$ cat src/design/kslp_pkg.sv
// Shared types and constants of the key short/long press detector.
// No dependencies.
`default_nettype none
package kslp_pkg;

  // Width of the debounce/held tick counter
  localparam int COUNT_BITS = 16;
  localparam int LONG_W     = 16;
  localparam int DEB_W      = 8;
  // Compare width covering the counter and both thresholds
  localparam int CMP_W      = (COUNT_BITS > LONG_W) ? COUNT_BITS : LONG_W;

  localparam int EVENT_W = 3;
  localparam logic [EVENT_W-1:0] EV_NONE = 3'd0;

  // Register map (index = paddr[2])
  localparam int ADDR_W = 3;
  localparam logic REG_LONG_PRESS = 1'b0;
  localparam logic REG_DEBOUNCE   = 1'b1;

  localparam logic [LONG_W-1:0] LONG_RESET = 16'd1000;
  localparam logic [DEB_W-1:0]  DEB_RESET  = 8'd10;

  typedef struct packed {
    logic [LONG_W-1:0] long_press_ticks;
    logic [DEB_W-1:0]  debounce_ticks;
  } cfg_t;

endpackage
`default_nettype wire

$ cat src/design/kslp_fsm.sv
// Press detector state machine: debounce wait, key latch, held count.
// Depends on kslp_pkg.
`default_nettype none
module kslp_fsm
  import kslp_pkg::*;
(
  input  wire logic               clk,
  input  wire logic               rst,
  input  wire logic               accept,
  input  wire logic               mode_key_level,
  input  wire logic               up_key_level,
  input  wire logic               down_key_level,
  input  wire cfg_t               cfg,
  output logic [EVENT_W-1:0]      key_event
);

  localparam logic [1:0] PH_IDLE     = 2'd0;
  localparam logic [1:0] PH_DEBOUNCE = 2'd1;
  localparam logic [1:0] PH_HELD     = 2'd2;

  localparam logic [1:0] NO_KEY   = 2'd0;
  localparam logic [1:0] KEY_MODE = 2'd1;
  localparam logic [1:0] KEY_UP   = 2'd2;
  localparam logic [1:0] KEY_DOWN = 2'd3;

  localparam logic [COUNT_BITS-1:0] COUNT_MAX = {COUNT_BITS{1'b1}};

  logic [1:0]            phase, phase_next;
  logic [1:0]            held_key, held_key_next;
  logic [COUNT_BITS-1:0] tick_count, tick_count_next;

  logic                  any_down;
  logic [COUNT_BITS-1:0] count_inc;
  logic [1:0]            pick_key;

  assign any_down  = !mode_key_level || !up_key_level || !down_key_level;
  assign count_inc = (tick_count == COUNT_MAX) ? tick_count : tick_count + 1'b1;

  // Priority pick: mode, then up, then down
  always_comb begin
    if (!mode_key_level)      pick_key = KEY_MODE;
    else if (!up_key_level)   pick_key = KEY_UP;
    else if (!down_key_level) pick_key = KEY_DOWN;
    else                      pick_key = NO_KEY;
  end

  // Next state and event for one tick
  always_comb begin
    phase_next      = phase;
    held_key_next   = held_key;
    tick_count_next = tick_count;
    key_event       = EV_NONE;
    case (phase)
      PH_DEBOUNCE: begin
        tick_count_next = count_inc;
        if (CMP_W'(count_inc) >= CMP_W'(cfg.debounce_ticks)) begin
          tick_count_next = '0;
          if (pick_key != NO_KEY) begin
            held_key_next = pick_key;
            phase_next    = PH_HELD;
          end else begin
            phase_next = PH_IDLE;
          end
        end
      end
      PH_HELD: begin
        tick_count_next = count_inc;
        if (!any_down) begin
          if (held_key != NO_KEY) begin
            if (CMP_W'(count_inc) > CMP_W'(cfg.long_press_ticks))
              key_event = {held_key, 1'b0};
            else
              key_event = {held_key, 1'b0} - 1'b1;
          end
          phase_next      = PH_IDLE;
          tick_count_next = '0;
        end
      end
      default: begin
        // idle, and the unused code behaves as idle
        phase_next = PH_IDLE;
        if (any_down) begin
          tick_count_next = '0;
          if (cfg.debounce_ticks == '0) begin
            held_key_next = pick_key;
            phase_next    = PH_HELD;
          end else begin
            phase_next = PH_DEBOUNCE;
          end
        end
      end
    endcase
  end

  always_ff @(posedge clk) begin
    if (rst) begin
      phase      <= PH_IDLE;
      held_key   <= NO_KEY;
      tick_count <= '0;
    end else if (accept) begin
      phase      <= phase_next;
      held_key   <= held_key_next;
      tick_count <= tick_count_next;
    end
  end

endmodule
`default_nettype wire

$ cat src/design/kslp_skid.sv
// Two-entry output buffer for key events.
// Depends on kslp_pkg.
`default_nettype none
module kslp_skid
  import kslp_pkg::*;
(
  input  wire logic               clk,
  input  wire logic               rst,
  input  wire logic               push,
  input  wire logic [EVENT_W-1:0] push_data,
  output logic                    full,
  output logic                    out_valid,
  input  wire logic               out_stall,
  output logic [EVENT_W-1:0]      key_event
);

  logic [1:0]         count;
  logic [EVENT_W-1:0] head, spare;
  logic               pop;

  assign pop       = out_valid && !out_stall;
  assign out_valid = (count != 2'd0);
  assign full      = (count == 2'd2);
  assign key_event = head;

  // Occupancy
  always_ff @(posedge clk) begin
    if (rst) begin
      count <= 2'd0;
    end else if (push && !pop) begin
      count <= count + 2'd1;
    end else if (pop && !push) begin
      count <= count - 2'd1;
    end
  end

  // Data slots: head is what the consumer sees
  always_ff @(posedge clk) begin
    if (push && pop) begin
      if (count == 2'd2) begin
        head  <= spare;
        spare <= push_data;
      end else begin
        head <= push_data;
      end
    end else if (push) begin
      if (count == 2'd0) head <= push_data;
      else               spare <= push_data;
    end else if (pop) begin
      head <= spare;
    end
  end

endmodule
`default_nettype wire

$ cat src/design/key_short_long_press_detector.sv
// Key short/long press detector: one millisecond tick per input transaction
// carrying the raw active-low levels of the mode, up and down keys; each tick
// yields exactly one key_event (0 none, odd short, even long, per key). A tick
// is taken every clock cycle unless stalled: the state update is a single
// compare and increment on the registered state, and a two-entry output buffer
// keeps the input open while a result waits. in_stall rises only when both
// entries are held. Registers: long_press_ticks at 0x0, debounce_ticks at 0x4.
// Depends on kslp_pkg, kslp_fsm, kslp_skid.
`default_nettype none
module key_short_long_press_detector
  import kslp_pkg::*;
(
  input  wire logic               clk,
  input  wire logic               rst,
  input  wire logic               in_valid,
  output logic                    in_stall,
  input  wire logic               mode_key_level,
  input  wire logic               up_key_level,
  input  wire logic               down_key_level,
  output logic                    out_valid,
  input  wire logic               out_stall,
  output logic [EVENT_W-1:0]      key_event,
  input  wire logic               psel,
  input  wire logic               penable,
  input  wire logic               pwrite,
  input  wire logic [ADDR_W-1:0]  paddr,
  input  wire logic [31:0]        pwdata,
  output logic [31:0]             prdata,
  output logic                    pready
);

  cfg_t               cfg;
  logic               accept;
  logic               full;
  logic               cfg_write;
  logic [EVENT_W-1:0] step_event;

  assign pready    = 1'b1;
  assign cfg_write = psel && penable && pwrite && pready;
  assign in_stall  = full;
  assign accept    = in_valid && !in_stall;

  // Configuration registers; low address bits are ignored
  always_ff @(posedge clk) begin
    if (rst) begin
      cfg.long_press_ticks <= LONG_RESET;
      cfg.debounce_ticks   <= DEB_RESET;
    end else if (cfg_write) begin
      if (paddr[2] == REG_LONG_PRESS) cfg.long_press_ticks <= pwdata[LONG_W-1:0];
      else                            cfg.debounce_ticks   <= pwdata[DEB_W-1:0];
    end
  end

  // Read back
  always_comb begin
    if (paddr[2] == REG_DEBOUNCE) prdata = {{(32-DEB_W){1'b0}}, cfg.debounce_ticks};
    else                          prdata = {{(32-LONG_W){1'b0}}, cfg.long_press_ticks};
  end

  kslp_fsm u_fsm (
    .clk            (clk),
    .rst            (rst),
    .accept         (accept),
    .mode_key_level (mode_key_level),
    .up_key_level   (up_key_level),
    .down_key_level (down_key_level),
    .cfg            (cfg),
    .key_event      (step_event)
  );

  kslp_skid u_skid (
    .clk       (clk),
    .rst       (rst),
    .push      (accept),
    .push_data (step_event),
    .full      (full),
    .out_valid (out_valid),
    .out_stall (out_stall),
    .key_event (key_event)
  );

endmodule
`default_nettype wire

$ cat config.mk
export PLATFORM = sky130hd
export DESIGN_NAME = key_short_long_press_detector
export DESIGN_NICKNAME = d
export VERILOG_FILES = /design/src/design/kslp_pkg.sv /design/src/design/kslp_fsm.sv /design/src/design/kslp_skid.sv /design/src/design/key_short_long_press_detector.sv
export SDC_FILE = /design/constraint.sdc
export NUM_CORES = 1
export LEC_CHECK = 0
export BUFFER_PORTS_ARGS = -buffer_cell sky130_fd_sc_hd__buf_2
export CORE_ASPECT_RATIO = 1.75
export CORE_MARGIN = 1.5
export CORE_UTILIZATION = 55
export DETAILED_ROUTE_END_ITERATION = 10
export MAX_ROUTING_LAYER = met4
export PLACE_DENSITY = 0.79
export SYNTH_ARGS = -nofsm -noshare
export SYNTH_HDL_FRONTEND = slang
export SYNTH_SLANG_ARGS = --single-unit
$ cat constraint.sdc
create_clock -name clk -period 11.08 [get_ports clk]
set_input_delay 0.554 -clock clk [delete_from_list [all_inputs] [get_ports clk]]
set_output_delay 0.554 -clock clk [all_outputs]
set_load 0.05 [all_outputs]
* Word-level counts from Yosys, hierarchy flattened
Cells that the tools add are included.
** Cells by class
- Add/sub/neg operators :: 4
- $lt $le $gt $ge :: 2
- Equal/unequal tests :: 10
- Muxes and demuxes :: 35
- Bitwise operators :: 2
- Reductions and logical operators :: 34
** Operators with widths (count)
- two-way mux 16 bit :: 5
- two-way mux 3 bit :: 13
- case mux 16 bit (2 select lines) :: 1
- two-way mux 2 bit :: 14
- adder 16 x 1 -> 16 bit, second input constant :: 1
- equality test 16 bit, second input constant :: 1
- >= comparator 16 x 8 -> 1 bit :: 1
- greater-than comparator 16 bit :: 1
- nonzero test 2 bit :: 7
- zero test 8 bit :: 1
- case mux 2 bit (2 select lines) :: 2
- AND reduction 2 bit :: 4
- logical AND 1 bit :: 7
- zero test 1 bit :: 7
- != test 2 x 1 -> 1 bit, second input constant :: 3
- AND reduction 3 bit :: 2
- AND reduction 6 bit :: 1
- nonzero test 3 bit :: 2
- equality test 2 bit, second input constant :: 2
- != test 2 bit, second input constant :: 2
- != test 3 bit, second input constant :: 1
- subtractor 3 x 1 -> 3 bit, second input constant :: 1
- adder 2 x 1 -> 2 bit, second input constant :: 1
- equality test 2 x 1 -> 1 bit, second input constant :: 1
- other kinds (4) :: 6
** Word-level totals
- Flip-flop bits (word level) :: 52
- Bits of input ports :: 45
- Output and inout bits :: 38
- Word-level logic and storage cells :: 95

* Logic depth before layout (Yosys ltp)
Gate-level depths: netlist of run 1.
- Depth after elaboration :: 10
- Gate-level depth with buffers :: 15
- Depth with buffers taken out :: 14

* Modules after synthesis
Synthesis of run 1 repeated with hierarchy kept, for this count alone.
** Unflattened totals
- Cell total of the unflattened synthesis :: 465
- Area total of the unflattened synthesis :: 4005.1 um^2
** Modules (own cells, without submodules)
- kslp_fsm :: instances 1, cells an instance 295, area an instance 2280.9 um^2, sequential area each 400.4 um^2
- key_short_long_press_detector :: instances 1, cells an instance 141, area an instance 1335.0 um^2, sequential area each 480.5 um^2
- kslp_skid :: instances 1, cells an instance 29, area an instance 389.1 um^2, sequential area each 220.2 um^2

* Least setup slack after synthesis of run 1
Ideal clock, no wire load.
- Path kind :: register to register
- Start point :: register u_fsm.tick_count[0]
- End point :: register u_skid.head[1], in the netlist u_skid.key_event[1], data pin
- Library setup time :: 188 ps
- Data arrival time :: 3410 ps
- Data required time :: 10892 ps
- Path slack :: 7481 ps
- Stages on the path, launching flop included :: 16
- Path buffers :: 1
- Period minus slack after synthesis :: 3599 ps
- Cells stage by stage :: dfxtp_1 > ha_1 > nand4_1 > or4_1 > clkbuf_1 > nand4_1 > nor2_1 > and3_1 > xor2_1 > ha_1 > nand4_1 > nor4_1 > mux2_2 > mux2_2 > nor3_1 > o41ai_1
** On the way
- Cells in the longest elaborated chain, start to end :: 10
- Elaborated cells on any way between the ends :: 12
- Classes of those cells :: add/sub (1); order compare (1); eq/ne (1); mux (9)
** Ends and longest elaborated chain
- start: declaration :: RTL line kslp_fsm.sv:30 : logic [COUNT_BITS-1:0] tick_count, tick_count_next;
- start signal: assignment :: RTL line kslp_fsm.sv:103 : tick_count <= tick_count_next;
- adder 16 x 1 -> 16 bit or equality test 16 bit (tied branches) :: RTL line kslp_fsm.sv:37 : assign count_inc = (tick_count == COUNT_MAX) ? tick_count : tick_count + 1'b1;
- two-way mux 16 bit * :: RTL line kslp_fsm.sv:37
- greater-than comparator 16 bit * :: RTL line kslp_fsm.sv:70 : if (CMP_W'(count_inc) > CMP_W'(cfg.long_press_ticks))
- two-way mux 3 bit * :: RTL line kslp_fsm.sv:70
- two-way mux 3 bit * :: RTL line kslp_fsm.sv:69 : if (held_key != NO_KEY) begin
- two-way mux 3 bit * :: RTL line kslp_fsm.sv:68 : if (!any_down) begin
- two-way mux 3 bit * :: RTL line kslp_fsm.sv:53 : case (phase)
- two-way mux 3 bit :: RTL line kslp_skid.sv:47 : if (count == 2'd0) head <= push_data;
- two-way mux 3 bit :: RTL line kslp_skid.sv:46 : end else if (push) begin
- two-way mux 3 bit * :: RTL line kslp_skid.sv:39 : if (push && pop) begin
- end signal: assignment :: RTL line kslp_skid.sv:41 : head <= spare;
- end signal: assignment :: RTL line kslp_skid.sv:47
- end signal: assignment :: RTL line kslp_skid.sv:50 : head <= spare;
- end: declaration :: RTL line kslp_skid.sv:18 : logic [EVENT_W-1:0] head, spare;
Mark *: on every way between the ends. The rest lies on a longest branch, timed or not. The select of a mux whose other input is x is not followed.
A chain may end at the register's enable or synchronous reset.

* Worst setup path after layout of run 1
Ends and elaborated chain as after synthesis.

==> results of run 1 <==
cells by family after synthesis:
logic type	after synthesis	share of synthesized area, %
AOI/OAI and AO/OA	102	20.1
xor gates and xnor gates	10	2.45
adders and majority gates	29	10.1
buffers and inverters	70	9.47
DFF	52	30.7
muxes	10	3.00
other	2	0.210
and+or+nand+nor	174	23.9
cell usage after synthesis (7+ instances only):
library cell and number:
a21oi_1 28, dfxtp_1 46, buf_4 17, inv_1 34, a211o_1 12, nand4_1 13
nand3_1 9, a22o_1 10, nor3_1 9, nor2_1 40, xor2_1 7, nand2_1 58
clkbuf_1 12, ha_1 29, o21ai_0 17
power breakdown:
part | switching (mW) | internal [mW] | total [mW]
logic | 0.104 | 0.0410 | 0.145
clock network | 0.0652 | 0.0446 | 0.110
registers | 0.00719 | 0.206 | 0.213
total | 0.176 | 0.291 | 0.467
area by class of cell:
cell class | count | share of cell area, %
Inverter | 34 | 3.31
Clock inverter | 1 | 0.130
Clock buffer | 7 | 1.98
Multi-Input combinational cell | 342 | 57.1
Sequential cell | 52 | 28.6
Tap cell | 80 | 2.60
Timing Repair Buffer | 48 | 6.30
flip-flops by register name, indices dropped and copies added, names as in the netlist:
signal	flops
cfg	24
u_fsm.tick_count	16
u_skid.key_event	3
u_skid.spare	3
u_fsm.held_key	2
u_fsm.phase	2
u_skid.count	2
metrics by stage:
| step | utilization, % | power, mW |
|---|---|---|
| finish | 61.8 | 0.467 |
| global route | 61.8 | 0.489 |
| CTS | 61.8 | 0.468 |
| detailed placement | 60.5 | 0.362 |
| global placement | 60.5 | 0.358 |
| floorplan | - | 0.337 |
path summary, 6_finish.rpt:
path / slack (ps) / cells past startpoint / end / start
max: 6810 / 14 / u_skid.key_event[1] / u_fsm.tick_count[0]
max reg2reg: 6810 / 14 / u_skid.key_event[1] / u_fsm.tick_count[0]
min: 440 / 2 / cfg[17] / pwdata[9]
min reg2reg: 460 / 2 / cfg[21] / cfg[21]
routing by layer:
metal | GRT usage [%] | up-vias | wire [µm]
li1 | - | 1620 | -
met1 | 26.9 | 1477 | 3260
met2 | 44.1 | 71 | 4270
met3 | 3.48 | 14 | 287
met4 | 11.5 | 0 | 223
met5 | - | - | 0
==> summary.txt, run 1 <==
status -> finished clean
# diodes -> 0
Worst path max stage delay -> 580 ps
clk_skew -> 6.64 ps
Initial Utilization -> 57.5%
crit path cell chain -> ha_1, nand4_1, or4_1, nand4_1, nor2_1, and3_1, xor2_1, ha_1, nand4_1, nor4_1, mux2_2, mux2_2, nor3_1, o41ai_1
Tmin final -> 4270 ps
most common cell after layout, fill and taps aside -> nand2_1
CTS tree -> built
Critical Path Fanout Max -> 7
clock sink count -> 52
Area contributors post-synth -> dfxtp_1 (26%), ha_1 (10%), nand2_1 (6.1%)
# setup viols final -> 0
slowest stage cell, crit path -> or4_1
most used cell, CP -> nand4_1
first-pass GRT wire length -> 13400 µm
largest net degree at the start of global routing -> 39
Seq/Total Area, Yosys -> 30.7%
worst slew pin tran -> 982 ps
initial antenna violation count -> 0
Overflow after GRT -> 0
Post-CTS Setup Inserts -> 0
layout cells sized above 1 -> 14.5%
ys flop type -> dfxtp_1
setup TNS -> 0 ps
Slew Viols, Final -> 0
average cell area after synthesis -> 7.98 µm²
YS warnings -> 0
final instance area -> 3850 µm²
commonest non-fill, non-tap cells in the layout -> nand2_1 (58), buf_2 (47), dfxtp_1 (46), nor2_1 (40), inv_1 (34)
relative slew slack -> 34.4%
GPL Wtd Cong -> 0.891
synth-to-layout area growth -> 7.51%
CTS Hold Bufs -> 0
antenna viol nets, final -> 0
Die W -> 64.0 µm
Post-Layout Cell Count -> 564
Hold WC Path Type -> in2reg
root buf cell -> clkbuf_8
CTS clk-pin slew, worst paths -> 100 ps
DR WL/cell -> 14.3 µm
first-pass iteration count of the detailed router -> 4
top cell type's share of synthesized area -> 25.7%
cell taking the most area after synthesis -> dfxtp_1
Residual DRC -> 0
Pwr Density -> 121 nW/µm²
startpoint types -> flip-flop
final worst slack -> 6810 ps
Fin. Hold Viols -> 0
die area -> 7020 µm²
H-tree depth -> 2
CP Class -> reg2reg
worst path bufs/invs -> 0
Final period util -> 38.5%
FFs w/ async S/R, synth -> 0%
worst hold slack -> 437 ps
Pleak -> 1.71 nW
#FFs+latches synth -> 52
FF/Latch Area -> 1100 µm²
Global Route Usage Sum -> 24.8%
number of flops mapped to enable cells by yosys -> 6
Clock Latency Late Sink -> 320 ps
highest clock rate -> 234 MHz
pre-CTS WS -> 6840 ps
vias in the first global route -> 3022
overall routed net length -> 8050 µm
via count -> 3182
placed insts -> 556
VDD IR max -> 0.148 mV
CP top delay family -> simple AND/OR/NAND/NOR gates
I/O pin count -> 83
nets -> 557
CP required -> 11190 ps
Max-Cap Viols -> 0
multi-input logic area -> 2200 µm²
total CTS buffers -> 5
DR vias/cell -> 5.64
Setup crit end kind -> flip-flop
Post-Syn Area -> 3580 µm²
Core ar. -> 6230 µm²
PortBufs -> 47
Rows -> 38
filler instances -> 595
Clock Tree Buf Depth -> 2
Post-Synthesis Cells -> 449
Final HPWL DP -> 6270 µm
Post-CTS Resized -> 0
Placed Area -> 3770 µm²
Netlist cell types -> 58
crit path DAT -> 4380 ps
RSZ-0062 raised after global routing -> false
Iter 0 DRT Violations -> 214
Die Span Y -> 110 µm
(Power assumes the default switching activity.)
==> run 2, diff against run 1 <==
--- a/config.mk
+++ b/config.mk
@@ -8,10 +8,10 @@
 export BUFFER_PORTS_ARGS = -buffer_cell sky130_fd_sc_hd__buf_2
 export CORE_ASPECT_RATIO = 1.75
 export CORE_MARGIN = 1.5
-export CORE_UTILIZATION = 55
+export CORE_UTILIZATION = 49
 export DETAILED_ROUTE_END_ITERATION = 10
 export MAX_ROUTING_LAYER = met4
-export PLACE_DENSITY = 0.79
+export PLACE_DENSITY = 0.75
 export SYNTH_ARGS = -nofsm -noshare
 export SYNTH_HDL_FRONTEND = slang
 export SYNTH_SLANG_ARGS = --single-unit
==> constraint.sdc (replaced) <==
create_clock -name clk -period 3.5 [get_ports clk]
set_input_delay 0.175 -clock clk [delete_from_list [all_inputs] [get_ports clk]]
set_output_delay 0.175 -clock clk [all_outputs]
set_load 0.05 [all_outputs]
==> summary.txt, run 2 (synthesis gave the netlist of run 1 again) <==
largest net degree at the start of global routing -> 39
# setup viols final -> 1
Final period util -> 100%
Slew Viols, Final -> 0
DR WL/cell -> 17.1 µm
RSZ-0062 raised after global routing -> true
Die W -> 67.6 µm
# diodes -> 0
final worst slack -> -6.92 ps
clk_skew -> 5.14 ps
Residual DRC -> 0
max reg flops -> 24
Global Route Usage Sum -> 26.7%
clock sink count -> 52
Final HPWL DP -> 7350 µm
commonest non-fill, non-tap cells in the layout -> nand2_1 (57), buf_4 (53), buf_2 (47), dfxtp_1 (39), nor2_1 (38)
via count -> 3700
vias in the first global route -> 3368
failing checks -> negative setup slack
initial antenna violation count -> 0
Initial Utilization -> 50.2%
CP required -> 3620 ps
Die Span Y -> 116 µm
Iter 0 DRT Violations -> 183
first-pass iteration count of the detailed router -> 5
top flop regs -> cfg (24), u_fsm.tick_count (16)
worst slew pin tran -> 767 ps
relative slew slack -> 47.4%
highest clock rate -> 285 MHz
Max-Cap Viols -> 0
synth-to-layout area growth -> 32.8%
antenna viol nets, final -> 0
H-tree depth -> 2
placed insts -> 613
CP Class -> reg2reg
total CTS buffers -> 5
Pleak -> 2.15 nW
Biggest register -> cfg
PortBufs -> 47
VDD IR max -> 0.449 mV
I/O pin count -> 83
root buf cell -> clkbuf_16
Pwr Density -> 369 nW/µm²
nets -> 613
Overflow after GRT -> 0
CTS clk-pin slew, worst paths -> 70 ps
final instance area -> 4760 µm²
Post-Layout Cell Count -> 626
worst hold slack -> 89.3 ps
Clock Latency Late Sink -> 300 ps
DR vias/cell -> 5.91
filler instances -> 552
Fin. Hold Viols -> 0
final core occ -> 66.7%
Tmin final -> 3510 ps
Hold WC Path Type -> in2reg
Clock Tree Buf Depth -> 2
overall routed net length -> 10700 µm
GPL Wtd Cong -> 0.919
CTS tree -> built
die area -> 7850 µm²
status -> finished, violations left
startpoint types -> flip-flop
CTS Hold Bufs -> 0
Setup crit end kind -> flip-flop
first-pass GRT wire length -> 15500 µm
Critical Path Fanout Max -> 5
reg-to-reg slack, setup -> -7 ps
Placed Area -> 4180 µm²
most common cell after layout, fill and taps aside -> nand2_1
Rows -> 41
layout cells sized above 1 -> 33.0%
Core ar. -> 7130 µm²
crit path DAT -> 3620 ps
## run 2: cell types whose count changed in the layout (fill, tap and decap cells not counted), sizes merged
cell / before / now
clkbuf: 7 / 6
buf: 48 / 104
bufinv: 0 / 1
## run 2: per-layer routing
metal | routed length (µm) | vias up | global-route usage (%)
met5 | 0 | - | -
met4 | 679 | 0 | 15.2
met3 | 390 | 44 | 2.79
met2 | 5820 | 125 | 47.1
met1 | 3820 | 1792 | 27.8
li1 | - | 1739 | -
## run 2: path summary, 6_finish.rpt
kind	from	endpoint	depth (start not counted)
worst max register to register	u_fsm.tick_count[5]	u_skid.key_event[1]	13
worst min-delay path	pwdata[9]	cfg[17]	2
worst max-delay path	u_fsm.tick_count[5]	u_skid.key_event[1]	13
worst min register to register	cfg[22]	cfg[22]	2
## run 2: worst max-delay path, stage by stage, from the launching register on
cell     delay (ps)
dfxtp_2         330
nand4_1         210
or3_4           460
buf_4           180
or3_4           370
nand3_2         120
ha_4            150
and4_4          260
nand2_2          90
nor4_4          350
mux2_4          240
mux2_4          200
nor3_4           50
o41ai_2         310
## run 2: per-stage QoR
| stage | total power [mW] | worst slack, ps | TNS, ps |
|---|---|---|---|
| after floorplan | 1.07 | 1.39 | 0 |
| after global placement | 1.15 | -15.6 | -15.6 |
| after detailed placement | 1.16 | -97.6 | -989 |
| after CTS | 1.72 | 1.38 | 0 |
| after global routing | 1.82 | -180 | -909 |
| final | 1.75 | -6.92 | -6.92 |
## run 2: final cells by class
cell class,instances,area [µm²],share of cell area (%)
flip-flops and latches,52,1110,23.4
clock inverters,2,35.0,0.737
repair buffers,104,687,14.4
multi-input cells,342,2550,53.7
clock buffers,6,129,2.71
inverters,34,128,2.68
well taps,86,108,2.26
## run 2: timing repair
action	CTS	global route
gates resized for setup	30	48
setup endpoints to repair	23	24
endpoints found under the hold margin	0	0
pin swaps	7	25
buffers inserted	0	6
## run 2: power by group
group	internal, mW	total, mW	switching, mW
combinational	0.160	0.517	0.356
sequential	0.650	0.675	0.0252
clock	0.337	0.562	0.225
total	1.15	1.75	0.607
